$ cat src/rtl/core/i2r_pkg.sv
// shared types, constants and the digit symbol lookup of the radix conversion block
package i2r_pkg;

	localparam int RADIX_W     = 5;
	localparam int DIGIT_W     = 4;
	localparam int CHAR_W      = 8;
	localparam int CFG_INDEX_W = 2;
	localparam int CFG_DATA_W  = 64;
	// dividend bits retired per divider cycle
	localparam int DIV_STEP    = 8;

	localparam logic [CHAR_W-1:0]     MINUS_CHAR      = 8'h2D;
	localparam logic [RADIX_W-1:0]    RADIX_RESET     = 5'd10;
	localparam logic [RADIX_W-1:0]    RADIX_MIN       = 5'd2;
	localparam logic [CFG_DATA_W-1:0] CHARS_LOW_RESET  = 64'h3736353433323130;
	localparam logic [CFG_DATA_W-1:0] CHARS_HIGH_RESET = 64'h6665646362613938;

	// configuration register indexes
	typedef enum logic [CFG_INDEX_W-1:0] {
		REG_RADIX      = 2'd0,
		REG_CHARS_LOW  = 2'd1,
		REG_CHARS_HIGH = 2'd2
	} cfg_reg_t;

	// settings seen by the conversion engine
	typedef struct packed {
		logic [RADIX_W-1:0]    radix;
		logic [CFG_DATA_W-1:0] chars_low;
		logic [CFG_DATA_W-1:0] chars_high;
	} cfg_t;

	// character of one digit value from the alphabet registers
	function automatic logic [CHAR_W-1:0] symbol_of(input logic [DIGIT_W-1:0] d,
		input cfg_t c);
		logic [2*CFG_DATA_W-1:0] tab;
		tab = {c.chars_high, c.chars_low};
		return tab[{d, 3'b000} +: CHAR_W];
	endfunction

endpackage

$ cat src/rtl/core/i2r_in_if.sv
// input channel carrying one signed value per transfer
interface i2r_in_if #(
	parameter int VALUE_WIDTH = 32
) ();
	logic                          valid;
	logic                          ready;
	logic signed [VALUE_WIDTH-1:0] value;

	modport source (output valid, output value, input ready);
	modport sink (input valid, input value, output ready);
endinterface

$ cat src/rtl/core/i2r_out_if.sv
// output channel carrying one character per transfer
interface i2r_out_if import i2r_pkg::*; ();
	logic              valid;
	logic              ready;
	logic [CHAR_W-1:0] out_char;
	logic              last_char;

	modport source (output valid, output out_char, output last_char, input ready);
	modport sink (input valid, input out_char, input last_char, output ready);
endinterface

$ cat src/rtl/core/i2r_ram.sv
// generic single write port ram with registered read
module i2r_ram #(
	parameter int WIDTH = 4,
	parameter int DEPTH = 32
) (
	input  logic                                  clk,
	input  logic                                  we,
	input  logic [(DEPTH > 1 ? $clog2(DEPTH) : 1)-1:0] waddr,
	input  logic [WIDTH-1:0]                      wdata,
	input  logic                                  re,
	input  logic [(DEPTH > 1 ? $clog2(DEPTH) : 1)-1:0] raddr,
	output logic [WIDTH-1:0]                      rdata
);
	logic [WIDTH-1:0] mem_q [DEPTH];
	logic [WIDTH-1:0] rdata_q;

	// write port and registered read port
	always_ff @(posedge clk) begin
		if (we) begin
			mem_q[waddr] <= wdata;
		end
		if (re) begin
			rdata_q <= mem_q[raddr];
		end
	end

	assign rdata = rdata_q;
endmodule

$ cat src/rtl/core/i2r_front.sv
// front end: takes values and splits them into sign and magnitude
module i2r_front import i2r_pkg::*; #(
	parameter int VALUE_WIDTH = 32
) (
	i2r_in_if.sink             din,
	output logic               push_valid,
	input  logic               push_ready,
	output logic [VALUE_WIDTH:0] push_data
);
	logic                   neg;
	logic [VALUE_WIDTH-1:0] raw;
	logic [VALUE_WIDTH-1:0] mag;

	// two's complement magnitude, the most negative value maps to its own pattern
	assign raw = din.value;
	assign neg = raw[VALUE_WIDTH-1];
	assign mag = neg ? (~raw + {{(VALUE_WIDTH-1){1'b0}}, 1'b1}) : raw;

	// hand the classified value to the queue
	assign push_valid = din.valid;
	assign din.ready  = push_ready;
	assign push_data  = {neg, mag};
endmodule

$ cat src/rtl/core/i2r_fifo.sv
// short queue between front end and conversion engine
module i2r_fifo #(
	parameter int DATA_W = 33,
	parameter int DEPTH  = 2
) (
	input  logic              clk,
	input  logic              arst_n,
	input  logic              push_valid,
	output logic              push_ready,
	input  logic [DATA_W-1:0] push_data,
	output logic              pop_valid,
	input  logic              pop_ready,
	output logic [DATA_W-1:0] pop_data
);
	localparam int PTR_W = (DEPTH > 1) ? $clog2(DEPTH) : 1;

	logic [DATA_W-1:0] mem_q [DEPTH];
	logic [PTR_W-1:0]  wr_ptr_q;
	logic [PTR_W-1:0]  rd_ptr_q;
	logic [PTR_W:0]    count_q;
	logic              push;
	logic              pop;

	assign push_ready = (count_q != (PTR_W+1)'(DEPTH));
	assign pop_valid  = (count_q != '0);
	assign push       = push_valid && push_ready;
	assign pop        = pop_valid && pop_ready;
	assign pop_data   = mem_q[rd_ptr_q];

	// entry storage
	always_ff @(posedge clk) begin
		if (push) begin
			mem_q[wr_ptr_q] <= push_data;
		end
	end

	// pointers and fill level
	always_ff @(posedge clk or negedge arst_n) begin
		if (!arst_n) begin
			wr_ptr_q <= '0;
			rd_ptr_q <= '0;
			count_q  <= '0;
		end else begin
			if (push) begin
				wr_ptr_q <= (wr_ptr_q == PTR_W'(DEPTH-1)) ? '0 : wr_ptr_q + 1'b1;
			end
			if (pop) begin
				rd_ptr_q <= (rd_ptr_q == PTR_W'(DEPTH-1)) ? '0 : rd_ptr_q + 1'b1;
			end
			if (push && !pop) begin
				count_q <= count_q + 1'b1;
			end else if (pop && !push) begin
				count_q <= count_q - 1'b1;
			end
		end
	end
endmodule

$ cat src/rtl/core/i2r_back.sv
// conversion engine: repeated division by the radix, then characters most significant first
module i2r_back import i2r_pkg::*; #(
	parameter int VALUE_WIDTH = 32,
	parameter int MAX_DIGITS  = 32
) (
	input  logic                 clk,
	input  logic                 arst_n,
	input  cfg_t                 cfg,
	input  logic                 pop_valid,
	output logic                 pop_ready,
	input  logic [VALUE_WIDTH:0] pop_data,
	i2r_out_if.source            dout
);
	localparam int NCH   = (VALUE_WIDTH + DIV_STEP - 1) / DIV_STEP;
	localparam int PAD_W = NCH * DIV_STEP;
	localparam int CH_W  = (NCH > 1) ? $clog2(NCH) : 1;
	localparam int CNT_W = $clog2(MAX_DIGITS + 1);
	localparam int AW    = (MAX_DIGITS > 1) ? $clog2(MAX_DIGITS) : 1;

	typedef enum logic [1:0] {
		ST_IDLE,
		ST_DIV,
		ST_SIGN,
		ST_EMIT
	} state_t;

	state_t             state_q;
	logic [PAD_W-1:0]   div_q;
	logic [DIGIT_W-1:0] rem_q;
	logic [CH_W-1:0]    chunk_q;
	logic [CNT_W-1:0]   count_q;
	logic [AW-1:0]      idx_q;
	logic               neg_q;
	logic               ovalid_q;
	logic [CHAR_W-1:0]  char_q;
	logic               last_q;

	logic [DIGIT_W-1:0] rem_c [DIV_STEP+1];
	logic [DIV_STEP-1:0] qbits;
	logic [DIGIT_W:0]   trial;
	logic [PAD_W-1:0]   next_div;
	logic               last_chunk;
	logic               out_free;
	logic [CNT_W-1:0]   cnt_m1;
	logic [AW-1:0]      idx_m1;
	logic               ram_we;
	logic               ram_re;
	logic [AW-1:0]      ram_raddr;
	logic [DIGIT_W-1:0] ram_rdata;

	// restoring division of one chunk of dividend bits by the radix
	always_comb begin
		rem_c[0] = rem_q;
		for (int i = 0; i < DIV_STEP; i++) begin
			trial = {rem_c[i], div_q[PAD_W-1-i]};
			qbits[DIV_STEP-1-i] = (trial >= cfg.radix);
			rem_c[i+1] = qbits[DIV_STEP-1-i] ? DIGIT_W'(trial - cfg.radix)
				: trial[DIGIT_W-1:0];
		end
	end

	// quotient bits shift in behind the dividend
	assign next_div   = (div_q << DIV_STEP) | PAD_W'(qbits);
	assign last_chunk = (chunk_q == CH_W'(NCH-1));
	assign out_free   = !ovalid_q || dout.ready;
	assign cnt_m1     = count_q - 1'b1;
	assign idx_m1     = idx_q - 1'b1;
	assign pop_ready  = (state_q == ST_IDLE);

	// digit buffer ports
	assign ram_we    = (state_q == ST_DIV) && last_chunk
		&& (count_q != CNT_W'(MAX_DIGITS));
	assign ram_re    = (state_q == ST_SIGN)
		|| ((state_q == ST_EMIT) && out_free && (idx_q != '0));
	assign ram_raddr = (state_q == ST_SIGN) ? cnt_m1[AW-1:0] : idx_m1;

	i2r_ram #(
		.WIDTH (DIGIT_W),
		.DEPTH (MAX_DIGITS)
	) u_digits (
		.clk   (clk),
		.we    (ram_we),
		.waddr (count_q[AW-1:0]),
		.wdata (rem_c[DIV_STEP]),
		.re    (ram_re),
		.raddr (ram_raddr),
		.rdata (ram_rdata)
	);

	// sequencer with output register
	always_ff @(posedge clk or negedge arst_n) begin
		if (!arst_n) begin
			state_q  <= ST_IDLE;
			div_q    <= '0;
			rem_q    <= '0;
			chunk_q  <= '0;
			count_q  <= '0;
			idx_q    <= '0;
			neg_q    <= 1'b0;
			ovalid_q <= 1'b0;
			char_q   <= '0;
			last_q   <= 1'b0;
		end else begin
			if (dout.ready) begin
				ovalid_q <= 1'b0;
			end
			case (state_q)
				ST_IDLE: begin
					if (pop_valid) begin
						div_q   <= PAD_W'(pop_data[VALUE_WIDTH-1:0]);
						neg_q   <= pop_data[VALUE_WIDTH];
						rem_q   <= '0;
						chunk_q <= '0;
						count_q <= '0;
						state_q <= ST_DIV;
					end
				end
				ST_DIV: begin
					div_q <= next_div;
					if (last_chunk) begin
						rem_q   <= '0;
						chunk_q <= '0;
						if (count_q != CNT_W'(MAX_DIGITS)) begin
							count_q <= count_q + 1'b1;
						end
						if (next_div == '0) begin
							state_q <= ST_SIGN;
						end
					end else begin
						rem_q   <= rem_c[DIV_STEP];
						chunk_q <= chunk_q + 1'b1;
					end
				end
				ST_SIGN: begin
					idx_q <= cnt_m1[AW-1:0];
					if (!neg_q) begin
						state_q <= ST_EMIT;
					end else if (out_free) begin
						char_q   <= MINUS_CHAR;
						last_q   <= 1'b0;
						ovalid_q <= 1'b1;
						state_q  <= ST_EMIT;
					end
				end
				ST_EMIT: begin
					if (out_free) begin
						char_q   <= symbol_of(ram_rdata, cfg);
						last_q   <= (idx_q == '0);
						ovalid_q <= 1'b1;
						if (idx_q == '0) begin
							state_q <= ST_IDLE;
						end else begin
							idx_q <= idx_m1;
						end
					end
				end
				default: begin
					state_q <= ST_IDLE;
				end
			endcase
		end
	end

	assign dout.valid     = ovalid_q;
	assign dout.out_char  = char_q;
	assign dout.last_char = last_q;
endmodule

$ cat src/rtl/core/signed_integer_to_radix_digits.sv
// each value is divided by the radix once per digit, each time in one pass over the padded dividend,
// and a leading minus goes out ahead of the leading digit
// characters then leave at one per cycle while the output is not stalled; the minus is registered in
// the sign state after the divider, so an item takes as long with or without sign, plus output stalls
// a two-entry queue takes further values while the divider and the character stage are busy
// reset is asynchronous active low: radix 10, alphabet "0123456789abcdef", queue and engine empty
module signed_integer_to_radix_digits import i2r_pkg::*; #(
	parameter int VALUE_WIDTH = 32,
	parameter int MAX_RADIX   = 16,
	parameter int MAX_DIGITS  = 32
) (
	input  logic                   clk,
	input  logic                   arst_n,
	input  logic                   cfg_we,
	input  logic [CFG_INDEX_W-1:0] cfg_index,
	input  logic [CFG_DATA_W-1:0]  cfg_wdata,
	i2r_in_if.sink                 din,
	i2r_out_if.source              dout
);
	localparam logic [RADIX_W-1:0] RADIX_MAX = RADIX_W'(MAX_RADIX);

	logic [RADIX_W-1:0]    radix_q;
	logic [CFG_DATA_W-1:0] chars_low_q;
	logic [CFG_DATA_W-1:0] chars_high_q;
	logic [RADIX_W-1:0]    eff_radix;
	cfg_t                  cfg;

	logic                   push_valid;
	logic                   push_ready;
	logic [VALUE_WIDTH:0]   push_data;
	logic                   pop_valid;
	logic                   pop_ready;
	logic [VALUE_WIDTH:0]   pop_data;

	// configuration registers
	always_ff @(posedge clk or negedge arst_n) begin
		if (!arst_n) begin
			radix_q      <= RADIX_RESET;
			chars_low_q  <= CHARS_LOW_RESET;
			chars_high_q <= CHARS_HIGH_RESET;
		end else if (cfg_we) begin
			case (cfg_reg_t'(cfg_index))
				REG_RADIX:      radix_q      <= cfg_wdata[RADIX_W-1:0];
				REG_CHARS_LOW:  chars_low_q  <= cfg_wdata;
				REG_CHARS_HIGH: chars_high_q <= cfg_wdata;
				default: begin
				end
			endcase
		end
	end

	// clamp the radix into the supported range
	always_comb begin
		eff_radix = radix_q;
		if (radix_q < RADIX_MIN) begin
			eff_radix = RADIX_MIN;
		end
		if (radix_q > RADIX_MAX) begin
			eff_radix = RADIX_MAX;
		end
	end

	assign cfg.radix      = eff_radix;
	assign cfg.chars_low  = chars_low_q;
	assign cfg.chars_high = chars_high_q;

	i2r_front #(
		.VALUE_WIDTH (VALUE_WIDTH)
	) u_front (
		.din        (din),
		.push_valid (push_valid),
		.push_ready (push_ready),
		.push_data  (push_data)
	);

	i2r_fifo #(
		.DATA_W (VALUE_WIDTH + 1),
		.DEPTH  (2)
	) u_queue (
		.clk        (clk),
		.arst_n     (arst_n),
		.push_valid (push_valid),
		.push_ready (push_ready),
		.push_data  (push_data),
		.pop_valid  (pop_valid),
		.pop_ready  (pop_ready),
		.pop_data   (pop_data)
	);

	i2r_back #(
		.VALUE_WIDTH (VALUE_WIDTH),
		.MAX_DIGITS  (MAX_DIGITS)
	) u_back (
		.clk       (clk),
		.arst_n    (arst_n),
		.cfg       (cfg),
		.pop_valid (pop_valid),
		.pop_ready (pop_ready),
		.pop_data  (pop_data),
		.dout      (dout)
	);
endmodule

$ cat src/flat_wrapper.sv
// flat-port wrapper written by rule: the top's interface ports become plain ports
module signed_integer_to_radix_digits_flat import i2r_pkg::*;
#(
	parameter int VALUE_WIDTH = 32,
	parameter int MAX_RADIX   = 16,
	parameter int MAX_DIGITS  = 32
)
  (clk, arst_n, cfg_we, cfg_index, cfg_wdata, din_valid, din_value, din_ready, dout_valid, dout_out_char, dout_last_char, dout_ready);
  i2r_in_if #(.VALUE_WIDTH(VALUE_WIDTH)) din_i ();
  i2r_out_if dout_i ();
  input  logic clk;
  input  logic arst_n;
  input  logic cfg_we;
  input  logic [CFG_INDEX_W-1:0] cfg_index;
  input  logic [CFG_DATA_W-1:0] cfg_wdata;
  input wire logic [$bits(din_i.valid)-1:0] din_valid;
  input wire logic [$bits(din_i.value)-1:0] din_value;
  output wire logic [$bits(din_i.ready)-1:0] din_ready;
  output wire logic [$bits(dout_i.valid)-1:0] dout_valid;
  output wire logic [$bits(dout_i.out_char)-1:0] dout_out_char;
  output wire logic [$bits(dout_i.last_char)-1:0] dout_last_char;
  input wire logic [$bits(dout_i.ready)-1:0] dout_ready;
  assign din_i.valid = din_valid;
  assign din_i.value = din_value;
  assign din_ready = din_i.ready;
  assign dout_valid = dout_i.valid;
  assign dout_out_char = dout_i.out_char;
  assign dout_last_char = dout_i.last_char;
  assign dout_i.ready = dout_ready;
  signed_integer_to_radix_digits #(.VALUE_WIDTH(VALUE_WIDTH), .MAX_RADIX(MAX_RADIX), .MAX_DIGITS(MAX_DIGITS)) u_core (.clk(clk), .arst_n(arst_n), .cfg_we(cfg_we), .cfg_index(cfg_index), .cfg_wdata(cfg_wdata), .din(din_i), .dout(dout_i));
endmodule
$ cat config.mk
export PLATFORM = sky130hd
export DESIGN_NAME = signed_integer_to_radix_digits_flat
export DESIGN_NICKNAME = d
export VERILOG_FILES = /design/src/rtl/core/i2r_pkg.sv /design/src/rtl/core/i2r_in_if.sv /design/src/rtl/core/i2r_out_if.sv /design/src/rtl/core/i2r_ram.sv /design/src/rtl/core/i2r_front.sv /design/src/rtl/core/i2r_fifo.sv /design/src/rtl/core/i2r_back.sv /design/src/rtl/core/signed_integer_to_radix_digits.sv /design/src/flat_wrapper.sv
export SDC_FILE = /design/constraint.sdc
export NUM_CORES = 1
export LEC_CHECK = 0
export BUFFER_PORTS_ARGS = -buffer_cell sky130_fd_sc_hd__buf_4
export CAP_MARGIN = 40
export CORE_ASPECT_RATIO = 1.5
export CORE_MARGIN = 2
export CORE_UTILIZATION = 50
export DETAILED_ROUTE_END_ITERATION = 8
export GPL_TIMING_DRIVEN = 0
export PLACE_DENSITY_LB_ADDON = 0.25
export SKIP_LAST_GASP = 1
export SLEW_MARGIN = 20
export SYNTH_ARGS = -nofsm -noshare
export SYNTH_HDL_FRONTEND = slang
export SYNTH_SLANG_ARGS = --single-unit
$ cat constraint.sdc
create_clock -name clk -period 29.5 [get_ports clk]
set_clock_uncertainty 0.05 [all_clocks]
set_input_delay 1.475 -clock clk [delete_from_list [all_inputs] [get_ports clk]]
set_output_delay 1.475 -clock clk [all_outputs]
set_load 0.05 [all_outputs]
==> flow_summary.json, run 1 <==
{
  "run_status": "completed",
  "critPathMaxStageDelay_ns": 0.67,
  "clock_latency_ns": 0.55,
  "nets": 1709,
  "crit_path_start_kind": "flop",
  "clock-sinks": 397,
  "vias_per_cell": 5.73,
  "netlist_area_um2": 19200,
  "max_cap_violations": 0,
  "fin_tns_setup_ns": 0,
  "hold_viol": 0,
  "post_cts_resized": 0,
  "cts.htree.levels": 2,
  "ctsLongestPathBuffers": 3,
  "layout_commonest_cell": "edfxtp_1",
  "port-buffer-count": 113,
  "synth_edf_count": 198,
  "rsz0062_at_grt": "false",
  "antenna_found_initial": 0,
  "relSlewSlack_pct": 40.9,
  "final_max_slew_viol_count": 0,
  "path_clk_slew_ns": 0.06,
  "ys_async_sr_fraction_pct": 50.1,
  "drtAntennaViolNets": 0,
  "firstDrtPassIters": 5,
  "hp-class": "flop to flop",
  "design.die.area_um2": 40000,
  "seq_area_frac_synth_pct": 57.3,
  "gp_congestion": 0.854,
  "grt_pass1_vias": 12690,
  "crit_type": "flop to flop",
  "root_buffer": "clkbuf_16",
  "via_count": 11836,
  "ys_seq_elements": 397,
  "critical-path-slowest-cell": "o21ai_1",
  "cp_common_cell": "ha_1",
  "drive_gt1_share_pct": 31.3,
  "drt-initial-drc-count": 857,
  "layout_min_cycle_time_ns": 14.47,
  "crit_fanout": 32,
  "cp.required_ns": 29.67,
  "grt_pass1_wl_mm": 68.9,
  "syn-num-nets": 1542,
  "ios": 114,
  "wire_per_inst_um": 21.1,
  "arrival_ns": 14.64,
  "hpwl_mm": 31.6,
  "layout_common_cells": "198 x edfxtp_1, 146 x mux2_2, 141 x dfrtp_1, 115 x buf_4, 95 x nor2_1",
  "synth.distinct_cells": 62,
  "max_slew.worst_pin.slew_ns": 0.886,
  "initial_utilization_pct": 50.8,
  "routed_wl_mm": 43.5,
  "diodes": 0,
  "syn_to_final_growth_pct": 16.2,
  "pre_cts_ws_ns": 14.98,
  "fin_crit_sh_pct": 49.0,
  "cts_setup_buffers": 0,
  "core_um2": 37800,
  "chipWidth_um": 164,
  "yosysWarningCount": 0,
  "grt_overflow": 0,
  "fmax_mhz": 69.1,
  "num_rows": 87,
  "cts_made_buffers": 39,
  "end_kind": "flop",
  "die_h_um": 244,
  "synth-main-ff-cell": "edfxtp_1",
  "fin_ws_ns": 15.03,
  "cts_tree": "yes",
  "drcViolationCount": 0,
  "finalSetupViolCount": 0,
  "postCtsHoldBufs": 0,
  "syn_avg_cell_area_um2": 13.9,
  "grt.total_usage_pct": 22.3,
  "grt_max_degree": 98,
  "synthCells": 1378
}
-- layout make-up --
class / count / area [um^2]
plain buffers: 62 / 248
clock buffers: 56 / 1100
clock inverters: 16 / 250
fillers: 2918 / 15500
inverters: 48 / 180
multi-input cells: 871 / 7830
flip-flops and latches: 397 / 11000
well taps: 489 / 612
repair buffers: 126 / 1090
-- stage by stage --
step                utilization (%)  cell area, um^2  hold slack, ns  instances
global route                   59.1            22300           0.459       2065
CTS                            59.0            22300           0.440       2062
detailed placement             55.4            20900           0.426       1990
global placement               54.7            20700           0.415       1980
floorplan                         -            19200           0.400       1378
finish                         59.1            22300           0.436       2065
-- layer usage --
metal	global-route usage, %	part of all wire [%]	vias up
met4	9.44	4.2	0
met3	3.10	4.2	95
met2	41.6	55	337
li1	-	-	5457
met1	25.2	37	5947
met5	0	0	-
-- path summary, 6_finish.rpt --
kind / from / end / slack, ns / cells after the start
worst max register to register: u_core.radix_q[4]$_DFFE_PN0P_ / u_core.u_back.u_digits.mem_q[31][2]$_DFFE_PP_ / 15.03 / 49
worst max-delay path: u_core.radix_q[4]$_DFFE_PN0P_ / u_core.u_back.u_digits.mem_q[31][2]$_DFFE_PP_ / 15.03 / 49
min in group asynchronous: arst_n / u_core.chars_low_q[38]$_DFFE_PN0P_ / 0.66 / 1
worst min register to register: u_core.u_back.div_q[28]$_DFFE_PN0P_ / u_core.u_back.div_q[28]$_DFFE_PN0P_ / 0.44 / 2
worst min-delay path: u_core.u_back.div_q[28]$_DFFE_PN0P_ / u_core.u_back.div_q[28]$_DFFE_PN0P_ / 0.44 / 2
max in group asynchronous: arst_n / u_core.u_queue.wr_ptr_q$_DFFE_PN0P_ / 27.56 / 3
-- worst max-delay path: cells and delay by family (launching register included) --
family / cells / cell delay, ns
AND/OR/NAND/NOR: 3 / 0.69
multiplexers: 5 / 1.90
buffers and inverters: 7 / 2.15
flip-flops: 1 / 0.38
AO/OA/AOI/OAI: 26 / 6.30
adder cells (fa/ha/maj): 8 / 2.66
-- logic make-up (layout without fill, tap and decap cells) --
| group | after synthesis | after routing | share of synthesized area [%] |
|---|---|---|---|
| AO/OA/AOI/OAI | 207 | 207 | 6.67 |
| XOR/XNOR | 60 | 60 | 2.74 |
| adder cells (fa/ha/maj) | 61 | 61 | 4.29 |
| buffers and inverters | 110 | 308 | 2.23 |
| flip-flops | 397 | 397 | 57.3 |
| multiplexers | 283 | 283 | 20.4 |
| AND/OR/NAND/NOR | 260 | 260 | 6.39 |
-- registers in the layout (all words and copies together), names as in the netlist --
signal	cells
u_core.u_back.u_digits.rdata	4
u_core.u_back.count_q	6
u_core.u_back.rem_q	4
u_core.u_back.state_q	2
u_core.u_back.dout.out_char	8
u_core.chars_low_q	64
u_core.u_back.chunk_q	2
u_core.u_queue.rd_ptr_q	1
u_core.u_back.dout.last_char	1
u_core.u_back.dout.valid	1
u_core.chars_high_q	64
u_core.u_back.idx_q	5
u_core.u_back.div_q	32
u_core.u_back.neg_q	1
u_core.u_queue.wr_ptr_q	1
u_core.u_back.u_digits.mem_q	128
u_core.u_queue.count_q	2
u_core.radix_q	5
u_core.u_queue.mem_q	66
-- cell usage after synthesis (3+ instances only) --
| cell type | n | area share [%] |
|---|---|---|
| dfstp_2 | 58 | 7.9 |
| mux2_2 | 146 | 8.6 |
| o31ai_2 | 3 | 0.20 |
| fa_1 | 8 | 0.83 |
| o31ai_1 | 6 | 0.23 |
| nand2_1 | 85 | 1.7 |
| buf_1 | 6 | 0.12 |
| nor3b_1 | 4 | 0.16 |
| nor2b_1 | 3 | 0.098 |
| nor4_1 | 9 | 0.29 |
| inv_1 | 48 | 0.94 |
| clkbuf_1 | 50 | 0.98 |
| o41ai_1 | 3 | 0.14 |
| nand2b_1 | 17 | 0.55 |
| nand3_1 | 7 | 0.18 |
| nand3b_1 | 7 | 0.27 |
| a31oi_1 | 11 | 0.36 |
| and2_1 | 3 | 0.098 |
| or3_1 | 3 | 0.098 |
| a221oi_1 | 4 | 0.18 |
| nor2_1 | 96 | 1.9 |
| o22a_1 | 7 | 0.32 |
| or3b_2 | 4 | 0.18 |
| mux2i_1 | 65 | 3.4 |
| buf_2 | 3 | 0.078 |
| ha_1 | 53 | 3.5 |
| a21oi_1 | 59 | 1.5 |
| dfrtp_1 | 141 | 18 |
| nand4_1 | 3 | 0.098 |
| mux4_2 | 72 | 8.4 |
| xnor2_1 | 48 | 2.2 |
| o21ai_1 | 12 | 0.31 |
| a22o_1 | 8 | 0.36 |
| edfxtp_1 | 198 | 31 |
| xor2_1 | 12 | 0.55 |
| buf_4 | 3 | 0.12 |
| o21ai_0 | 62 | 1.6 |
| nor3_1 | 5 | 0.13 |
| a21o_1 | 16 | 0.63 |
| o211ai_1 | 3 | 0.12 |
Power of run 1 is not shown: default switching activity piles up to over one toggle a cycle in this logic, so the estimate is an artifact.
==> inputs of run 2 (changes only) <==
- clock period: 29.5 -> 12.1 ns (I/O delays scaled with it)
==> run 2 against run 1 <==
Compared with the run above:
- maximum frequency grew 25%
- critical endpoint is now u_core.u_back.u_digits.mem_q[28][2]$_DFFE_PP_
- hold slack lost 0.21 ns
- register-to-register slack lost 15 ns
- sequential share of layout area shrank 0.66 points
==> flow_summary.json, run 2 (same netlist as run 1, synthesis figures left out) <==
{
  "die_h_um": 244,
  "cts_made_buffers": 39,
  "final_area_um2": 22600,
  "fin_tns_setup_ns": 0,
  "drtAntennaViolNets": 0,
  "hp-class": "input pin to flop",
  "nets": 1728,
  "max_slew.worst_pin.slew_ns": 0.894,
  "drive_gt1_share_pct": 33.0,
  "final_max_slew_viol_count": 0,
  "clock-sinks": 397,
  "reg.largest.list": "u_core.u_back.u_digits.mem_q: 128 flops, u_core.u_queue.mem_q: 66 flops",
  "cts_tree": "yes",
  "root_buffer": "clkbuf_16",
  "chipWidth_um": 164,
  "drcViolationCount": 0,
  "core_um2": 37800,
  "routed_wl_mm": 44.4,
  "grt.total_usage_pct": 22.6,
  "place_area_um2": 20900,
  "largest_reg_flops": 128,
  "cp_common_cell": "ha_1",
  "port-buffer-count": 113,
  "layout_commonest_cell": "edfxtp_1",
  "initial_utilization_pct": 50.8,
  "critPathMaxStageDelay_ns": 0.41,
  "finalSetupViolCount": 0,
  "fin_ws_ns": 0.508,
  "hold_viol": 0,
  "design.die.area_um2": 40000,
  "layout_min_cycle_time_ns": 11.59,
  "arrival_ns": 11.83,
  "wire_per_inst_um": 21.3,
  "layout_common_cells": "198 x edfxtp_1, 146 x mux2_2, 141 x dfrtp_1, 130 x buf_4, 95 x nor2_1",
  "clock_latency_ns": 0.56,
  "grt_pass1_vias": 12840,
  "drt-initial-drc-count": 841,
  "largest_register": "u_core.u_back.u_digits.mem_q",
  "relSlewSlack_pct": 40.4,
  "crit_path_start_kind": "flop",
  "ctsLongestPathBuffers": 3,
  "grt_pass1_wl_mm": 69.6,
  "fin_crit_sh_pct": 95.8,
  "pre_cts_ws_ns": -2.42,
  "cts.htree.levels": 2,
  "regToRegSetupSlack_ns": 0.51,
  "syn_to_final_growth_pct": 17.8,
  "run_status": "completed",
  "placedCellCount": 1990,
  "vias_per_cell": 5.75,
  "gp_congestion": 0.854,
  "crit_fanout": 16,
  "firstDrtPassIters": 5,
  "end_kind": "flop",
  "grt_overflow": 0,
  "path_clk_slew_ns": 0.06,
  "hpwl_mm": 31.6,
  "grt_max_degree": 98,
  "num_rows": 87,
  "ios": 114,
  "critical-path-slowest-cell": "dfrtp_1",
  "antenna_found_initial": 0,
  "final_cells": 2084,
  "diodes": 0,
  "crit_type": "flop to flop",
  "fmax_mhz": 86.3,
  "via_count": 11990,
  "cp.required_ns": 12.34,
  "max_cap_violations": 0
}
==> run 2: cell count changes in the layout (fill, tap and decap cells not counted), moves of 3 or more <==
cell and change:
buf_4 +15, mux2i_1 -3, o21ai_4 +6, clkbuf_1 -3, o21ai_1 -4, clkbuf_4 +3
==> run 2: layout make-up <==
class	count	area, um^2
clock buffer	56	1100
sequential	397	11000
tap	489	612
clock inverter	16	250
fill	2899	15200
inverter	48	184
buffer	62	259
timing repair buffer	144	1250
multi-input combinational	872	7960
==> run 2: routing by layer <==
layer	vias up	GRT usage (%)	part of all wire [%]
met5	-	0	0
met4	0	10.1	4.2
met3	94	3.14	4.5
met2	340	42.1	54
met1	6051	25.2	37
li1	5505	-	-
==> run 2: metrics by stage <==
stage	utilization, %	hold slack [ns]
after global routing	59.9	0.216
final	59.9	0.224
after floorplan	-	0.259
after detailed placement	55.4	0.368
after CTS	59.4	0.199
after global placement	54.7	0.415
==> run 2: repair_timing <==
item,in CTS,in global routing
buffers inserted,4,13
endpoints found under the hold margin,12,0
cloned,1,0
hold buffers,1,0
endpoints found under the setup margin,136,135
resized for setup,24,9
pin swaps,4,4
==> run 2: worst paths after layout <==
kind                            depth (start not counted)                                start                                             to
worst max-delay path                                   53        u_core.radix_q[4]$_DFFE_PN0P_  u_core.u_back.u_digits.mem_q[28][2]$_DFFE_PP_
worst min-delay path                                    1                         din_value[0]           u_core.u_queue.mem_q[0][0]$_DFFE_PP_
worst max register to register                         53        u_core.radix_q[4]$_DFFE_PN0P_  u_core.u_back.u_digits.mem_q[28][2]$_DFFE_PP_
worst min register to register                          2  u_core.u_back.div_q[28]$_DFFE_PN0P_            u_core.u_back.div_q[28]$_DFFE_PN0P_
max in group asynchronous                               4                               arst_n                  u_core.radix_q[1]$_DFFE_PN1P_
min in group asynchronous                               2                               arst_n             u_core.chars_low_q[38]$_DFFE_PN0P_
==> run 2: worst max-delay path, delay by kind of cell, from the launching register on <==
kind                       cells  cell delay [ns]
muxes                          3             0.87
DFF                            1             0.41
AOI/OAI and AO/OA             27             5.03
buffers and inverters         10             1.83
adders and majority gates      8             2.38
and+or+nand+nor                5             0.78
Power of run 2 is left out for the same reason.
==> inputs of run 3 (changes only) <==
- CELL_PAD_IN_SITES_DETAIL_PLACEMENT: not set -> 0
- CELL_PAD_IN_SITES_GLOBAL_PLACEMENT: not set -> 1
- CORE_UTILIZATION: 50 -> 46
- SKIP_LAST_GASP: 1 -> not set
==> run 3 against run 2 <==
Compared with the run above:
- routed wire length is 1.3% lower
- cell area shrank 0.19%
- via count down 2.4%
- non-clock buffer count down 6
- sequential cell count did not move
- critical path depth is 3 lower
- first-iteration DRC count decreased by 11%
- global-route usage is 1.7 points lower
- hold slack is essentially flat
==> flow_summary.json, run 3 (same netlist as run 1, synthesis figures left out) <==
{
  "crit_fanout": 25,
  "n_fill_cell": 3420,
  "critical-path-slowest-cell": "dfrtp_1",
  "clock-sinks": 397,
  "cp_num_buf_inv": 8,
  "critPathMaxStageDelay_ns": 0.44,
  "routed_wl_mm": 43.8,
  "pre_cts_ws_ns": -2.72,
  "crit_type": "flop to flop",
  "vias_per_cell": 5.45,
  "run_status": "completed",
  "firstDrtPassIters": 6,
  "cp_common_cell": "ha_1",
  "arrival_ns": 11.73,
  "cts_tree": "yes",
  "critPathTopFamily": "compound AO/OA/AOI/OAI gates",
  "hpwl_mm": 32.4,
  "design.die.area_um2": 43400,
  "drcViolationCount": 0,
  "relSlewSlack_pct": 44.3,
  "r2r-end": "u_core.u_back.u_digits.mem_q[19][2]$_DFFE_PP_",
  "min_from": "din_value[0]",
  "die_h_um": 254,
  "nets": 1722,
  "port-buffer-count": 113,
  "layout_commonest_cell": "edfxtp_1",
  "layout_common_cells": "198 x edfxtp_1, 146 x mux2_2, 141 x dfrtp_1, 130 x buf_4, 95 x nor2_1",
  "path_clk_slew_ns": 0.06,
  "grt.total_usage_pct": 20.9,
  "cp.required_ns": 12.42,
  "cts.htree.levels": 2,
  "grt_max_degree": 100,
  "root_buffer": "clkbuf_16",
  "core_um2": 41100,
  "layout_min_cycle_time_ns": 11.40,
  "max_cap_violations": 0,
  "final_cells": 2146,
  "initial_utilization_pct": 46.7,
  "rr_worst_depth": 50,
  "reg.largest.list": "u_core.u_back.u_digits.mem_q: 128 flops, u_core.u_queue.mem_q: 66 flops",
  "drt-initial-drc-count": 750,
  "fmax_mhz": 87.7,
  "hold_viol": 0,
  "whs_ns": 0.224,
  "min_to": "u_core.u_queue.mem_q[0][0]$_DFFE_PP_",
  "grt_pass1_vias": 12533,
  "r2r-start": "u_core.radix_q[2]$_DFFE_PN0P_",
  "drtAntennaViolNets": 0,
  "placedCellCount": 2060,
  "cts_made_buffers": 40,
  "gp_congestion": 0.864,
  "max_slew.worst_pin.slew_ns": 0.836,
  "finalSetupViolCount": 0,
  "regToRegSetupSlack_ns": 0.70,
  "drive_gt1_share_pct": 32.8,
  "grt_pass1_wl_mm": 69.1,
  "largest_register": "u_core.u_back.u_digits.mem_q",
  "syn_to_final_growth_pct": 17.6,
  "ios": 114,
  "final_max_slew_viol_count": 0,
  "clock_latency_ns": 0.56,
  "fin_ws_ns": 0.698,
  "num_rows": 91,
  "fin_crit_sh_pct": 94.2,
  "wire_per_inst_um": 20.4,
  "ctsLongestPathBuffers": 3,
  "largest_reg_flops": 128,
  "diodes": 0,
  "crit_path_start_kind": "flop",
  "rsz0062_at_grt": "false",
  "hp-class": "input pin to flop",
  "antenna_found_initial": 0,
  "grt_overflow": 0,
  "worstHoldPathCells": 1,
  "via_count": 11700,
  "end_kind": "flop",
  "chipWidth_um": 171
}
-- run 3: cell count changes in the layout (fill, tap and decap cells not counted), moves of 2 or more --
cell      previous run  this run
o21ai_4              8         6
clkbuf_4             4         2
clkinv_2             4         7
clkinv_1             1         4
o21ai_1              8        11
buf_12               4         1
o21ai_0             57        55
clkbuf_1            59        52
-- run 3: worst max-delay path by stage --
stage                                  startpoint                                             to  slack [ns]  depth (start not counted)
floorplan           u_core.radix_q[3]$_DFFE_PN1P_   u_core.u_back.u_digits.mem_q[0][2]$_DFFE_PP_       -0.36                         48
global placement    u_core.radix_q[3]$_DFFE_PN1P_  u_core.u_back.u_digits.mem_q[10][3]$_DFFE_PP_       -5.46                         50
detailed placement  u_core.radix_q[4]$_DFFE_PN0P_  u_core.u_back.u_digits.mem_q[31][2]$_DFFE_PP_       -2.72                         52
CTS                 u_core.radix_q[4]$_DFFE_PN0P_  u_core.u_back.u_digits.mem_q[17][2]$_DFFE_PP_        0.05                         52
global route        u_core.radix_q[4]$_DFFE_PN0P_  u_core.u_back.u_digits.mem_q[17][2]$_DFFE_PP_        0.02                         54
finish              u_core.radix_q[2]$_DFFE_PN0P_  u_core.u_back.u_digits.mem_q[19][2]$_DFFE_PP_        0.70                         50
-- run 3: repair_timing --
action,4_1_cts,5_1_grt
buffers inserted,4,9
hold buffers,1,0
pin swaps,3,2
resized for setup,22,7
hold endpoints to repair,23,0
setup endpoints to repair,136,135
-- run 3: final cells by class --
class                           count  area, um^2  area share, %
Timing Repair Buffer              138        1160           5.14
Multi-Input combinational cell    871        7920           35.1
Inverter                           48         184          0.815
Clock buffer                       49        1070           4.76
Tap cell                          558         698           3.09
Buffer                             62         259           1.15
Clock inverter                     23         283           1.25
Sequential cell                   397       11000           48.7
-- run 3: metal layers --
layer  share of wire [%]  vias up  global-route usage [%]
met4                 4.1        0                    8.55
met1                  37     5898                    23.1
li1                    -     5503                       -
met2                  55      223                    40.0
met3                 3.5       76                    2.58
met5                   0        -                       0
-- run 3: worst reg2reg max path: cells and delay by family (launching register included) --
kind	cells	cell delay, ns
and+or+nand+nor	2	0.21
muxes	4	1.39
DFF	1	0.44
buffers and inverters	8	1.18
adders and majority gates	8	2.45
AOI/OAI and AO/OA	28	5.52
-- run 3: through the flow --
stage	TNS, ns	utilization, %	area, um^2
final	0	54.9	22600
after detailed placement	-327.08	51.1	21000
after global placement	-648.65	50.5	20700
after CTS	0	54.7	22500
after global routing	0	54.9	22600
after floorplan	-22.77	-	19200
Power of run 3 is left out for the same reason.
